**src/hdl/class_aware_box_nms_unit_macros.svh**
```systemverilog
// Assertion macros for the class-aware box NMS unit.
// Used by the top level; needs clk and rst_n in scope.
`ifndef CLASS_AWARE_BOX_NMS_UNIT_MACROS_SVH
`define CLASS_AWARE_BOX_NMS_UNIT_MACROS_SVH

// same-cycle implication
`define CABN_ASSERT_NOW(lbl, ante, cons, msg) \
  lbl: assert property (@(posedge clk) disable iff (!rst_n) (ante) |-> (cons)) \
    else $error(msg);

// next-cycle implication
`define CABN_ASSERT_NEXT(lbl, ante, cons, msg) \
  lbl: assert property (@(posedge clk) disable iff (!rst_n) (ante) |=> (cons)) \
    else $error(msg);

`endif

```
**src/hdl/cabn_ram.sv**
```systemverilog
// Generic simple dual-port RAM, one write and one registered read per cycle.
// No dependencies.
`timescale 1ns / 1ps
`default_nettype none

module cabn_ram #(
  parameter int DEPTH = 64,
  parameter int WIDTH = 8
) (
  input  wire                      clk,
  input  wire                      we,
  input  wire  [$clog2(DEPTH)-1:0] waddr,
  input  wire  [WIDTH-1:0]         wdata,
  input  wire  [$clog2(DEPTH)-1:0] raddr,
  output logic [WIDTH-1:0]         rdata
);

  logic [WIDTH-1:0] mem [DEPTH];

  always_ff @(posedge clk) begin
    if (we) begin
      mem[waddr] <= wdata;
    end
    rdata <= mem[raddr];
  end

endmodule

`default_nettype wire

```
**config.mk**
```make
export PLATFORM = sky130hd
export DESIGN_NAME = cabn_ram
export DESIGN_NICKNAME = d
export VERILOG_FILES = /design/src/hdl/class_aware_box_nms_unit_macros.svh /design/src/hdl/cabn_ram.sv
export SDC_FILE = /design/constraint.sdc
export NUM_CORES = 1
export LEC_CHECK = 0
export ABC_AREA = 0
export BUFFER_PORTS_ARGS = -buffer_cell sky130_fd_sc_hd__buf_2
export CORE_MARGIN = 5
export CORE_UTILIZATION = 56
export CTS_BUF_LIST = sky130_fd_sc_hd__clkbuf_16
export DETAILED_ROUTE_END_ITERATION = 16
export PLACE_DENSITY = 0.75
export RECOVER_POWER = 50
export SLEW_MARGIN = 20
export SYNTH_ARGS = -nofsm -noshare
export SYNTH_HDL_FRONTEND = slang
export SYNTH_SLANG_ARGS = --single-unit
export TNS_END_PERCENT = 20
```
**constraint.sdc**
```tcl
create_clock -name clk -period 1.6 [get_ports clk]
set_input_delay 0 -clock clk [delete_from_list [all_inputs] [get_ports clk]]
set_output_delay 0 -clock clk [all_outputs]
set_load 0.05 [all_outputs]
```
# == Word level (Yosys, flattened, before mapping) ==
# Memory sizes are Yosys's and may differ from the RTL's. A register that Yosys moved wholly into a read port is not among the register bits.
# Cells that the tools add are included.
# totals
wordCells,3
output_inout_bits,8
mem_bits_rw,512
in_bits,22
register_bits,0
n_memories,1
# classes
n_mux,2
# memory_table
memory,depth,width,read_ports,rd_clocked_by_memory_dff,write_ports,line,rtl
mem,64,8,1,1,1,cabn_ram.sv:18,logic [WIDTH-1:0] mem [DEPTH];
# ops
op,count
1-bit 2-to-1 mux,2

# == Logic depth before layout (Yosys ltp) ==
# depth
word_depth,2
ltp_mapped,9
mapped_depth_nobuf,5

# == Worst setup path before layout ==
# Ideal clock, no wire load.
# synth_timing
path_type,register to register
startpoint,mem mem[29][4]
endpoint,"reg rdata[4], read port of mem"
required_time_ns,1.468
t_arrival_ns,1.560
synth_period_minus_slack_ns,1.692
n_path_buf,0
setup_ns,0.132
path_stages_with_launch,6
path_slack_ns,-0.092
path_cell_list,edfxtp_1 -> mux4_2 -> mux2_2 -> o221a_2 -> nor3_1 -> o32ai_1
# synth_lines
item,line,rtl
start: declaration,cabn_ram.sv:18,
end: declaration,cabn_ram.sv:15,output logic [WIDTH-1:0] rdata

==> impl_metrics.toml <==
[floorplan]
core-area_um2 = 35600
ioPinCount = 30
die-width_um = 200
die_y_um = 200
die_area_um2 = 39900
start_util_pct = 56.7
rows = 69

[clock_tree]
clkSinkCount = 520
hold_buffers = 2
cts_root_buffer = "clkbuf_16"
cts_setup_buffers = 0
cts_max_level = 2
cts_inserted_buffers = 49
clock_latency_ns = 0.57
cts_max_path_buffers = 3
clk_pin_slew_ns = 0.06
cts_tree = "yes"

[yosys]
yosysTopAreaCellShare_pct = 76.2
async_reset_ff_share_pct = 0
ys_ff_latch = 520
yosysWarnings = 0
syn_area_um2 = 20200
ys.flop_type = "edfxtp_1"
synth_area_leaders = "edfxtp_1 76%, mux4_2 14%, nor2_1 1.5%"
synth.yosys.seq_area_share_pct = 77.0
synth_edf_count = 512
synth_nets = 962
synth.distinct_cells = 40
avgSynthCellArea_um2 = 21.5
yosys.area.top_type = "edfxtp_1"
synthCells = 940

[worst_setup_path]
cpPeakStageDelay_ns = 0.50
cp-end-kind = "register"
cp_top_family = "multiplexers"
crit_type = "register to register"
crit_path_max_fanout = 1
arrival_ns = 2.30
cp.buffers_inverters = 0
cp_cell_sequence = "mux4_2 -> mux2_4 -> o221a_4 -> nor3_4 -> o32ai_1"
crit_required_ns = 2.04
crit_slowest_cell = "mux4_2"
start_kind = "register"

[drt]
wl_per_cell_um = 27.9
dr.first_iter.drc_count = 1130
drtPass1Iterations = 7
drc = 0
dr_total_vias = 10300
ant_nets = 0
avgViaCountPerCell = 6.33
drt_wl_total_mm = 45.4

[global_routing]
grt_overflow = 0
grt_max_degree = 65
grtUsageTotal_pct = 23.3
antenna_found_initial = 5
grt_first_pass_wirelength_mm = 67.6
grt_pass1_vias = 10600

[pwr]
p_per_area_nw_per_um2 = 1180
max-vdd-ir-drop_mv = 1.09
total_power_mw = 27.8
leakage_nw = 7.71

[sta]
finalCriticalPeriod_ns = 1.87
finalMaxSlewViolations = 0
setup_tns_ns = -1.65
setup_viol = 8
slew_headroom_pct = 0.530
finalWorstSetupSlack_ns = -0.269
skew_ns = 0.0205
max_freq_ghz = 0.535
hold_viol = 6
worst_slew_pin_slew_ns = 1.49
rsz0062_at_grt = "yes"
holdWs_ns = -0.0952
period_share_pct = 117

[job]
cap_violations = 0

[placed_design]
place.gp.congestion = 0.837
dpl.hpwl_mm = 28.9
port_buffers = 29

[cells_and_area]
utilization_pct = 66.2
regArea_um2 = 15500
final_cell_mix = "512 x edfxtp_1, 128 x buf_4, 126 x mux4_2, 80 x nor2_1, 51 x clkbuf_16"
n_fill_cell = 2300
final_nets = 1149
area_delta_synth_final_pct = 16.7
multi_input_area_um2 = 4480
drive_gt1_share_pct = 33.7
final_common_cell = "edfxtp_1"

[outcome]
run_status = "complete, but fails checks"
violations = "negative hold slack, negative setup slack"

[worst_hold_path]
min_path_type = "input port to register"
-- stage by stage --
stage / hold WS [ns] / area, um2 / setup slack, ns / std cells
6_report: -0.0952 / 23500 / -0.269 / 1628
5_1_grt: -0.0948 / 23500 / -0.279 / 1628
4_1_cts: -0.142 / 23600 / -0.270 / 1625
3_5_place_dp: 0.461 / 22000 / -0.867 / 1535
3_3_place_gp: 0.446 / 22000 / -0.832 / 1535
2_1_floorplan: 0.0989 / 20200 / -0.0502 / 940
-- worst reg2reg max path, delay by kind of cell, from the launching register on --
family	cells	cell delay, ns
mux	2	0.79
flops	1	0.39
compound gates	2	0.39
simple gates	1	0.18
-- worst paths after layout --
kind                            slack, ns  cells after the start                 start                to
worst min-delay path                 -0.1                      3              raddr[5]  rdata[1]$_DFF_P_
worst min register to register       0.88                      3  mem[31][6]$_DFFE_PP_  rdata[6]$_DFF_P_
worst max-delay path                -0.27                      5  mem[21][4]$_DFFE_PP_  rdata[4]$_DFF_P_
worst max register to register      -0.27                      5  mem[21][4]$_DFFE_PP_  rdata[4]$_DFF_P_
-- Yosys cell counts, types with 3 or more instances --
master and instances:
nand2b_1 7, mux2_2 13, nand3b_1 3, o221ai_1 8
mux4_2 126, a221oi_1 6, o2111ai_1 3, buf_6 4
buf_4 13, dfxtp_1 8, nor2b_1 14, nand3_1 13
edfxtp_1 512, nand2_1 19, buf_1 4, buf_2 11
o22ai_1 8, nor2_1 83, a21oi_1 3, nor3_1 7
a22oi_1 3, mux2i_1 23, clkbuf_1 17, a211oi_1 4
o2bb2ai_1 3
-- power breakdown --
group	switching, mW	internal [mW]	leakage (nW)
clock	4.73	6.20	0.790
sequential	0.0505	15.1	4.67
combinational	1.01	0.675	2.25
total	5.78	22.0	7.71
-- registers in the layout, indices dropped and copies added, names as in the netlist --
| register | cells |
|---|---|
| mem | 512 |
| rdata | 8 |
-- per-layer routing --
metal | global-route usage [%] | vias to the layer above | part of all wire, %
met4 | 8.00 | 4 | 3.2
met5 | 0 | - | 0.075
met3 | 3.59 | 89 | 7.5
met2 | 38.6 | 497 | 51
li1 | - | 4309 | -
met1 | 32.4 | 5412 | 38
-- timing repair --
| action | 4_1_cts | 5_1_grt |
|---|---|---|
| resized for setup | 19 | 6 |
| endpoints found under the setup margin | 8 | 8 |
| hold endpoints to repair | 91 | 6 |
| pin swaps | 6 | 2 |
-- layout make-up --
class / instances / area share [%]
flip-flops and latches: 520 / 66.0
multi-input cells: 369 / 19.0
repair buffers: 187 / 6.10
clock buffers: 51 / 5.42
well taps: 461 / 2.45
clock inverters: 37 / 0.994
diodes: 3 / 0.0319
-- kinds of logic (layout without fill, tap and decap cells) --
| logic type | Yosys count | count (layout) | share of synthesized area (%) |
|---|---|---|---|
| other cells | 0 | 3 | 0 |
| mux | 162 | 162 | 15.9 |
| compound gates | 54 | 54 | 2.07 |
| buf+inv | 51 | 275 | 1.57 |
| flops | 520 | 520 | 77.0 |
| simple gates | 153 | 153 | 3.39 |
Note: power is estimated with default switching activity, not from simulation.
